File: src/sv/priority_ready_queue_scheduler_macros.svh
// Assertion macros for the priority ready queue scheduler.
// Included by files that assert; expects clk and arst_n in scope.
`ifndef PRIORITY_READY_QUEUE_SCHEDULER_MACROS_SVH
`define PRIORITY_READY_QUEUE_SCHEDULER_MACROS_SVH

// same-cycle implication, off while in reset
`define PRQS_ASSERT_IMP(label, ante, cons, msg) \
	label: assert property (@(posedge clk) disable iff (!arst_n) (ante) |-> (cons)) \
		else $error(msg);

// next-cycle implication, off while in reset
`define PRQS_ASSERT_NXT(label, ante, cons, msg) \
	label: assert property (@(posedge clk) disable iff (!arst_n) (ante) |=> (cons)) \
		else $error(msg);

`endif

File: src/sv/prqs_pkg.sv
// Shared types and constants of the priority ready queue scheduler.
// No dependencies.
package prqs_pkg;

	localparam int ID_W       = 6;
	localparam int LINK_DEPTH = 64;
	localparam int LEVEL_W    = 6;

	localparam logic [LEVEL_W-1:0] NO_LEVEL = 6'd32;

	// request actions
	localparam logic [2:0] ACT_ADD_TAIL = 3'd0;
	localparam logic [2:0] ACT_SIGNAL   = 3'd1;
	localparam logic [2:0] ACT_KILL     = 3'd2;
	localparam logic [2:0] ACT_BLOCK    = 3'd3;
	localparam logic [2:0] ACT_PASS     = 3'd4;
	localparam logic [2:0] ACT_SCHEDULE = 3'd5;

	// task states reported with a result
	localparam logic [1:0] TS_READY   = 2'd0;
	localparam logic [1:0] TS_ACTIVE  = 2'd1;
	localparam logic [1:0] TS_BLOCKED = 2'd2;
	localparam logic [1:0] TS_ZOMBIE  = 2'd3;

	typedef struct packed {
		logic               any;
		logic [LEVEL_W-1:0] level;
	} enc_res_t;

endpackage

File: src/sv/prqs_enc.sv
// Priority encoder over the level occupancy bitmap (bit 0 wins).
// Depends on prqs_pkg.
module prqs_enc
	import prqs_pkg::*;
#(
	parameter int NUM_LEVELS = 32
) (
	input  logic [NUM_LEVELS-1:0] occ,
	output enc_res_t              res
);

	logic [NUM_LEVELS-1:0] lowest;
	logic [LEVEL_W-1:0]    lvl;

	// isolate the lowest set bit, then OR its index in
	assign lowest = occ & (~occ + NUM_LEVELS'(1));

	always_comb begin
		lvl = '0;
		for (int i = 0; i < NUM_LEVELS; i++) begin
			if (lowest[i]) begin
				lvl = lvl | LEVEL_W'(i);
			end
		end
		res.any   = |occ;
		res.level = res.any ? lvl : NO_LEVEL;
	end

endmodule

File: src/sv/priority_ready_queue_scheduler.sv
// Top level of the priority ready queue scheduler: per-level task FIFOs as linked lists.
// Depends on prqs_pkg, prqs_enc and priority_ready_queue_scheduler_macros.svh.
`include "priority_ready_queue_scheduler_macros.svh"

// Takes one request per clock: busy stays low and start may be held high every cycle.
// An accepted request is held in the request register (s1) and its result is then
// registered, shown for one cycle with done high; results come in request order and
// cannot be held off. The request register serves the 64-entry link store, whose
// read is launched at acceptance with the level head forwarded from the request in
// flight, so the link word is registered next to the request. Level heads, tails and
// links hold no reset value and need no clearing pass: only the occupancy bitmap,
// highest level, blocked count, s1 valid and done flag are reset: it is ready at once.
module priority_ready_queue_scheduler
	import prqs_pkg::*;
#(
	parameter int NUM_LEVELS = 32,
	parameter int MAX_TASKS  = 64
) (
	input  logic       clk,
	input  logic       arst_n,
	input  logic       start,
	output logic       busy,
	input  logic [2:0] action,
	input  logic [5:0] task_id,
	input  logic [4:0] priority_req,
	output logic       done,
	output logic [5:0] selected_task,
	output logic       task_valid,
	output logic       wait_for_interrupt,
	output logic [5:0] top_level,
	output logic [1:0] new_task_state,
	output logic       status
);

	localparam int LVL_W = (NUM_LEVELS > 1) ? $clog2(NUM_LEVELS) : 1;
	localparam int BC_W  = $clog2(MAX_TASKS + 1);

	// state
	logic [ID_W-1:0]       level_head_q [NUM_LEVELS];
	logic [ID_W-1:0]       level_tail_q [NUM_LEVELS];
	logic [ID_W-1:0]       link_mem     [LINK_DEPTH];
	logic [NUM_LEVELS-1:0] occ_q;
	logic [LEVEL_W-1:0]    highest_q;
	logic [BC_W-1:0]       blocked_q;

	// request register plus prefetched head and link
	logic              vld_s1;
	logic [2:0]        act_s1;
	logic [ID_W-1:0]   task_s1;
	logic [LVL_W-1:0]  lvl_s1;
	logic [ID_W-1:0]   head_s1;
	logic [ID_W-1:0]   link_s1;

	// result register
	logic              done_q;
	logic [ID_W-1:0]   sel_q;
	logic              valid_q;
	logic              wfi_q;
	logic [LEVEL_W-1:0] top_q;
	logic [1:0]        state_q;
	logic              status_q;

	// update from the request in s1
	logic                  head_we;
	logic [ID_W-1:0]       head_wdata;
	logic                  tail_we;
	logic [ID_W-1:0]       tail_wdata;
	logic                  link_we;
	logic [ID_W-1:0]       link_waddr;
	logic [ID_W-1:0]       link_wdata;
	logic [NUM_LEVELS-1:0] occ_d;
	logic [BC_W-1:0]       blocked_d;
	logic [ID_W-1:0]       res_sel;
	logic                  res_valid;
	logic                  res_wfi;
	logic [1:0]            res_state;
	logic                  res_status;
	enc_res_t              enc;
	logic [LEVEL_W-1:0]    highest_d;

	// acceptance side
	logic              accept;
	logic [LVL_W-1:0]  lvl_in;
	logic [LVL_W-1:0]  rd_lvl;
	logic [ID_W-1:0]   head_fwd;
	logic [ID_W-1:0]   tail_rd;
	logic              occupied;
	logic [NUM_LEVELS-1:0] lvl_bit;

	assign busy   = 1'b0;
	assign accept = start && !busy;

	// ---------------------------------------------------------------
	// Acceptance: clamp the level, pick the head to prefetch. Schedule
	// wants the head of the highest level as it stands after the request
	// now in s1; the others want their own level. Both head and link are
	// forwarded from the s1 writes landing at the same edge.
	// ---------------------------------------------------------------
	always_comb begin
		if (int'(priority_req) >= NUM_LEVELS) begin
			lvl_in = LVL_W'(NUM_LEVELS - 1);
		end else begin
			lvl_in = LVL_W'(priority_req);
		end
		rd_lvl = (action == ACT_SCHEDULE) ? highest_d[LVL_W-1:0] : lvl_in;
		if (head_we && lvl_s1 == rd_lvl) begin
			head_fwd = head_wdata;
		end else begin
			head_fwd = level_head_q[rd_lvl];
		end
	end

	always_ff @(posedge clk or negedge arst_n) begin
		if (!arst_n) begin
			vld_s1 <= 1'b0;
		end else begin
			vld_s1 <= accept;
		end
	end

	always_ff @(posedge clk) begin
		if (accept) begin
			act_s1  <= action;
			task_s1 <= task_id;
			lvl_s1  <= lvl_in;
			head_s1 <= head_fwd;
			// link store read, write-first on an address clash
			if (link_we && link_waddr == head_fwd) begin
				link_s1 <= link_wdata;
			end else begin
				link_s1 <= link_mem[head_fwd];
			end
		end
	end

	// ---------------------------------------------------------------
	// s1: one queue operation against the committed state. Tail and
	// occupancy are read here; head and its successor came prefetched.
	// ---------------------------------------------------------------
	assign tail_rd  = level_tail_q[lvl_s1];
	assign occupied = occ_q[lvl_s1];
	assign lvl_bit  = {{(NUM_LEVELS-1){1'b0}}, 1'b1} << lvl_s1;

	always_comb begin
		head_we    = 1'b0;
		head_wdata = task_s1;
		tail_we    = 1'b0;
		tail_wdata = task_s1;
		link_we    = 1'b0;
		link_waddr = tail_rd;
		link_wdata = task_s1;
		occ_d      = occ_q;
		blocked_d  = blocked_q;
		res_sel    = '0;
		res_valid  = 1'b0;
		res_wfi    = 1'b0;
		res_state  = TS_READY;
		res_status = 1'b0;
		if (vld_s1) begin
			case (act_s1)
				ACT_ADD_TAIL, ACT_SIGNAL: begin
					if (!occupied) begin
						// empty level: task becomes head and tail
						head_we = 1'b1;
						tail_we = 1'b1;
					end else if (act_s1 == ACT_ADD_TAIL) begin
						link_we = 1'b1;
						tail_we = 1'b1;
					end else begin
						// push in front of the old head
						link_we    = 1'b1;
						link_waddr = task_s1;
						link_wdata = head_s1;
						head_we    = 1'b1;
					end
					occ_d = occ_q | lvl_bit;
					if (act_s1 == ACT_SIGNAL && blocked_q != '0) begin
						blocked_d = blocked_q - BC_W'(1);
					end
					res_sel   = task_s1;
					res_valid = 1'b1;
				end
				ACT_KILL, ACT_BLOCK: begin
					if (!occupied) begin
						res_status = 1'b1;
					end else begin
						if (head_s1 == tail_rd) begin
							occ_d = occ_q & ~lvl_bit;
						end else begin
							head_we    = 1'b1;
							head_wdata = link_s1;
						end
						res_sel   = head_s1;
						res_valid = 1'b1;
						if (act_s1 == ACT_KILL) begin
							res_state = TS_ZOMBIE;
						end else begin
							res_state = TS_BLOCKED;
							if (blocked_q != BC_W'(MAX_TASKS)) begin
								blocked_d = blocked_q + BC_W'(1);
							end
						end
					end
				end
				ACT_PASS: begin
					if (!occupied) begin
						res_status = 1'b1;
					end else begin
						// single entry: order unchanged
						if (head_s1 != tail_rd) begin
							head_we    = 1'b1;
							head_wdata = link_s1;
							link_we    = 1'b1;
							link_wdata = head_s1;
							tail_we    = 1'b1;
							tail_wdata = head_s1;
						end
						res_sel   = head_s1;
						res_valid = 1'b1;
					end
				end
				ACT_SCHEDULE: begin
					if (|occ_q) begin
						res_sel   = head_s1;
						res_valid = 1'b1;
						res_state = TS_ACTIVE;
					end else if (blocked_q != '0) begin
						res_wfi = 1'b1;
					end
				end
				default: begin
					// unused codes leave everything as is
				end
			endcase
		end
	end

	// highest non-empty level after this request
	prqs_enc #(
		.NUM_LEVELS(NUM_LEVELS)
	) u_enc (
		.occ(occ_d),
		.res(enc)
	);

	assign highest_d = enc.level;

	// ---------------------------------------------------------------
	// Commit and result register
	// ---------------------------------------------------------------
	always_ff @(posedge clk or negedge arst_n) begin
		if (!arst_n) begin
			occ_q     <= '0;
			highest_q <= NO_LEVEL;
			blocked_q <= '0;
			done_q    <= 1'b0;
		end else begin
			occ_q     <= occ_d;
			highest_q <= highest_d;
			blocked_q <= blocked_d;
			done_q    <= vld_s1;
		end
	end

	always_ff @(posedge clk) begin
		if (head_we) begin
			level_head_q[lvl_s1] <= head_wdata;
		end
		if (tail_we) begin
			level_tail_q[lvl_s1] <= tail_wdata;
		end
		if (link_we) begin
			link_mem[link_waddr] <= link_wdata;
		end
		if (vld_s1) begin
			sel_q    <= res_sel;
			valid_q  <= res_valid;
			wfi_q    <= res_wfi;
			top_q    <= highest_d;
			state_q  <= res_state;
			status_q <= res_status;
		end
	end

	assign done               = done_q;
	assign selected_task      = sel_q;
	assign task_valid         = valid_q;
	assign wait_for_interrupt = wfi_q;
	assign top_level          = top_q;
	assign new_task_state     = state_q;
	assign status             = status_q;

	// ---------------------------------------------------------------
	// Assertions
	// ---------------------------------------------------------------
	`PRQS_ASSERT_NXT(a_accept_done, vld_s1, done, "accepted request gave no result")
	`PRQS_ASSERT_IMP(a_top_consistent, 1'b1, (occ_q == '0) == (highest_q == NO_LEVEL), "highest level disagrees with bitmap")
	`PRQS_ASSERT_IMP(a_blocked_max, 1'b1, blocked_q <= BC_W'(MAX_TASKS), "blocked count past its limit")
	`PRQS_ASSERT_IMP(a_result_excl, done && task_valid, !wait_for_interrupt && !status, "valid task with wait or error flag")

endmodule
File: config.mk
export PLATFORM = sky130hd
export DESIGN_NAME = priority_ready_queue_scheduler
export DESIGN_NICKNAME = d
export VERILOG_FILES = /design/src/sv/prqs_pkg.sv /design/src/sv/prqs_enc.sv /design/src/sv/priority_ready_queue_scheduler.sv
export VERILOG_INCLUDE_DIRS = /design/src /design/src/sv
export SDC_FILE = /design/constraint.sdc
export NUM_CORES = 1
export LEC_CHECK = 0
export ABC_AREA = 1
export BUFFER_PORTS_ARGS = -buffer_cell sky130_fd_sc_hd__clkbuf_2
export CORE_MARGIN = 2
export CORE_UTILIZATION = 35
export DETAILED_ROUTE_END_ITERATION = 6
export PLACE_DENSITY = 0.59
export REMOVE_ABC_BUFFERS = 1
export SKIP_CTS_REPAIR_TIMING = 1
export SLEW_MARGIN = 40
export SYNTH_ARGS = -nofsm -noshare
export SYNTH_HDL_FRONTEND = slang
export SYNTH_SLANG_ARGS = --single-unit
File: constraint.sdc
create_clock -name clk -period 10.08 [get_ports clk]
set_input_delay 1.008 -clock clk [delete_from_list [all_inputs] [get_ports clk]]
set_output_delay 1.008 -clock clk [all_outputs]
set_load 0.02 [all_outputs]
==> results.txt <==
----------------------------------------------------
[Logic synthesis]
  Area share of xor/xnor cells in the synthesized design ... 0.00259
  Synthesized area per cell ... slightly below 10 um2
  Area fraction in and, or, nand and nor cells after synthesis ... 0.258
  Adder and majority cell fraction of the synthesized area ... 0.00204
  Top cell type's share of synthesized area ... 0.601
  Dominant cells by area after synthesis ... edfxtp_1 60%, nand3_1 9.9%, nand2_1 9.9%, inv_1 4.2%, nor2_1 3.2%
  Combinational family with the most area after synthesis ... simple AND/OR/NAND/NOR gates
  Commonest register cell after synthesis ... edfxtp_1
  Number of synthesized flops with an enable pin ... ~810
  Post-synthesis compound-gate area fraction ... 0.0320
  Async set-or-reset flop fraction in the synthesized netlist ... 0.0478
  Register bit total from synthesis ... approximately 860
  Synthesized cell area ... approximately 41000 um2
  Syn. warnings ... 0
  Number of standard cells after synthesis ... approximately 4200
  Share of synthesized area occupied by flip-flops and latches ... 0.629
  Fraction of synthesized area in multiplexers ... 0
  Cell accounting for the most synthesized area ... edfxtp_1
  Distinct cell type count after synthesis ... roughly 60

[Clocking]
  Level count of the clock H-tree ... 3
  Clock-pin slew on the worst setup and hold paths ... about 70 ps
  CTS tree ... yes
  Maximum buffer depth of the clock tree ... 3
  Sinks on Clock Net ... between 800 and 900
  Number of buffers inserted during clock tree synthesis ... 90
  Clock latency on the worst-skew pair ... slightly below 700 ps
  Clock tree root driver cell ... clkbuf_16

[Routing]
  TritonRoute pass-1 iters ... 6
  Detail-routed net length per standard cell ... 20.4 um
  Iteration-0 DRC Markers ... roughly 3400
  DRC ... 0
  Number of vias in the routed layout ... 29800
  Average vias per placed instance ... around 5.2
  Count of antenna-violating nets left after detailed routing ... 0
  Final wirelength ... 116000 um

[Cells and area]
  Summed area of non-filler cells in the final layout ... around 45000 um2
  Fraction of layout instances using a drive strength above 1 ... 0.0742
  Final Core Density ... 0.392
  N_diodes ... 0
  Most common cell after layout, fill and taps aside ... nand2_1
  Number of inserted filler cells in the final layout ... roughly 11000
  Final cell count without fillers ... approximately 5700
  Layout Nets ... 4147
  Area Overhead vs Synth ... 10.8%
  Highest-count cells in the layout ignoring fill and taps ... 1068 x nand2_1, 811 x edfxtp_1, 804 x nand3_1, 452 x inv_1, 341 x nor2_1

[STA]
  Period Utilization, post-route ... 0.856
  Max-Slew Margin vs Limit ... 0.398
  Hold violation count in the final report ... 0
  Number of max-slew violations in the final report ... 0
  PnR worst setup slack ... 1450 ps
  Worst-margin pin slew ... ~890 ps
  Unrepaired setup endpoints after global routing ... false
  Final sum of negative setup slack ... 0 ps
  Fin crit period ... 8630 ps
  Count of endpoints failing setup in the final report ... 0
  Clk_skew ... 36.2 ps
  Achievable frequency ... about 0.12 GHz
  Worst hold margin ... approximately 430 ps

[Floorplanning]
  Die span in x ... approximately 340 um
  Floorplan core area ... 115000 um2
  Initial Utilization ... 0.354
  Total Die Area ... approximately 120000 um2
  Number of ports placed on the die boundary ... 36
  Die Span Y ... between 300 and 400 um
  Num rows ... ~120

[Run status]
  Result of the run ... finished, final reports clean

[Place]
  Final estimated routing congestion in global placement ... roughly 0.96
  Input/output buffers ... 34
  Placed cells ... 5541
  Pre-CTS setup slack ... 1670 ps
  Placed instance area ... approximately 42000 um2
  Final HPWL DP ... ~72000 um

[Worst hold path]
  Tightest Hold Check Type ... input pin to async pin

[Pwr]
  Clock network fraction of total power ... 0.331
  Switch share ... 0.337
  Sequential cell fraction of total power ... 0.420
  IR Drop Worst-Case VDD ... between 0.00015 and 0.0002 V
  Leakage power summed over all cells ... around 18 nW
  Portion of total power attributed to combinational logic ... 0.249
  PwrDens ... about 220 nW/um2
  Psw ... approximately 3.4 mW
  Int Pwr ... ~6.6 mW
  Post-route total power ... ~10 mW

[Job]
  Max cap viols ... 0

[GRT]
  Largest net degree at the start of global routing ... 100
  First-pass GRT wire length ... approximately 180000 um
  Vias in the first global route ... between 20000 and 30000
  Initial antenna violation count ... 1
  Overall routing resource usage ... 0.195
  Total grt overflow ... 0

[Setup path]
  Worst setup SP type ... register
  Required time at the worst-slack endpoint ... between 10000 and 15000 ps
  Crit Path Max Fanout ... 96
  Largest incremental delay on the critical path ... between 500 and 600 ps
  Worst EP arrival ... 9050 ps
  CP most frequent cell ... nand2_1
  Setup crit end kind ... register
  Cell at the slowest stage of the critical path ... buf_6
  Type of the setup path with the least slack ... register to register

----------------------------------------------------
[path summary, 6_finish.rpt]
path                                          start                        to  slack (ps)  cells after the start
min                                          arst_n            done$_DFF_PN0_         430                      2
max reg2reg                                register      link_s1[4]$_DFFE_PP_        1450                     39
max in group asynchronous                    arst_n          vld_s1$_DFF_PN0_        9060                      2
min reg2reg                blocked_q[6]$_DFFE_PN0P_  blocked_q[6]$_DFFE_PN0P_         490                      1
max                                        register      link_s1[4]$_DFFE_PP_        1450                     39
min in group clk           blocked_q[6]$_DFFE_PN0P_  blocked_q[6]$_DFFE_PN0P_         490                      1
[per-layer routing]
layer / up-vias / global-route usage / wire (um)
li1: 14000 / - / -
met3: 223 / 0.0339 / 8970
met5: - / 0 / 0
met2: 1299 / 0.306 / 53500
met1: 14300 / 0.273 / 50100
met4: 0 / 0.0631 / 3820
[cells in the mapped netlist (3+ instances only)]
master    count
nand4_1      27
buf_1        14
a22oi_1       3
clkinv_1      3
a31oi_1      12
or2_2         4
edfxtp_1    811
a32oi_1       5
nor2_2       11
dfxtp_1       5
nand3_1     804
buf_6        27
nand2_4       5
o21ai_1       8
o211ai_1      6
nor4_1        5
inv_1       456
nand3b_1     62
xor2_1       12
o21ai_0      66
nand3_2       8
buf_8         3
a21oi_1      52
clkbuf_1     35
a21oi_2       3
nand2_2      10
buf_2        88
a32o_1        4
ha_1          5
o31ai_1      14
nor2_1      347
dfrtp_1      41
buf_4        43
inv_2        12
nor2_4        4
nand2_1    1071
o22ai_1      29
nor3_1       12
[cells by family after synthesis]
logic type | count (synthesis)
adder cells (fa/ha/maj) | 6
other | 1
AO/OA/AOI/OAI | 216
AND/OR/NAND/NOR | 2375
XOR/XNOR | 12
buffers and inverters | 684
flip-flops | 857
[power groups by stage]
stage / registers, mW / clock network, mW / logic [mW]
2_1_floorplan: 4.26 / 0 / 1.53
3_3_place_gp: 4.26 / 0 / 2.43
3_5_place_dp: 4.26 / 0 / 2.44
4_1_cts: 4.19 / 3.34 / 2.45
5_1_grt: 4.20 / 3.48 / 2.72
6_report: 4.19 / 3.30 / 2.48
[critical path: cells and delay by family (launching register included)]
family / cells / cell delay (ps)
simple gates: 31 / 5540
buf+inv: 3 / 1100
compound gates: 3 / 940
flops: 1 / 380
xor+xnor: 2 / 250
[state kept, by name (all words and copies together), names as in the netlist, named ones only]
name / flops
blocked_q: 7
level_head_q: 192
level_tail_q: 192
task_valid: 1
head_s1: 6
selected_task: 6
done: 1
status: 1
occ_q: 32
new_task_state: 2
act_s1: 3
link_s1: 6
link_mem: 384
lvl_s1: 5
vld_s1: 1
wait_for_interrupt: 1
task_s1: 6
top_level: 6
[area by class of cell]
type,count,area [um2],area share
flip-flops and latches,857,25500,0.568
well taps,1512,1890,0.0422
clock inverters,51,546,0.0122
multi-input cells,2610,12100,0.270
clock buffers,110,2330,0.0519
repair buffers,92,726,0.0162
inverters,473,1790,0.0398
(Power assumes the default switching activity.)
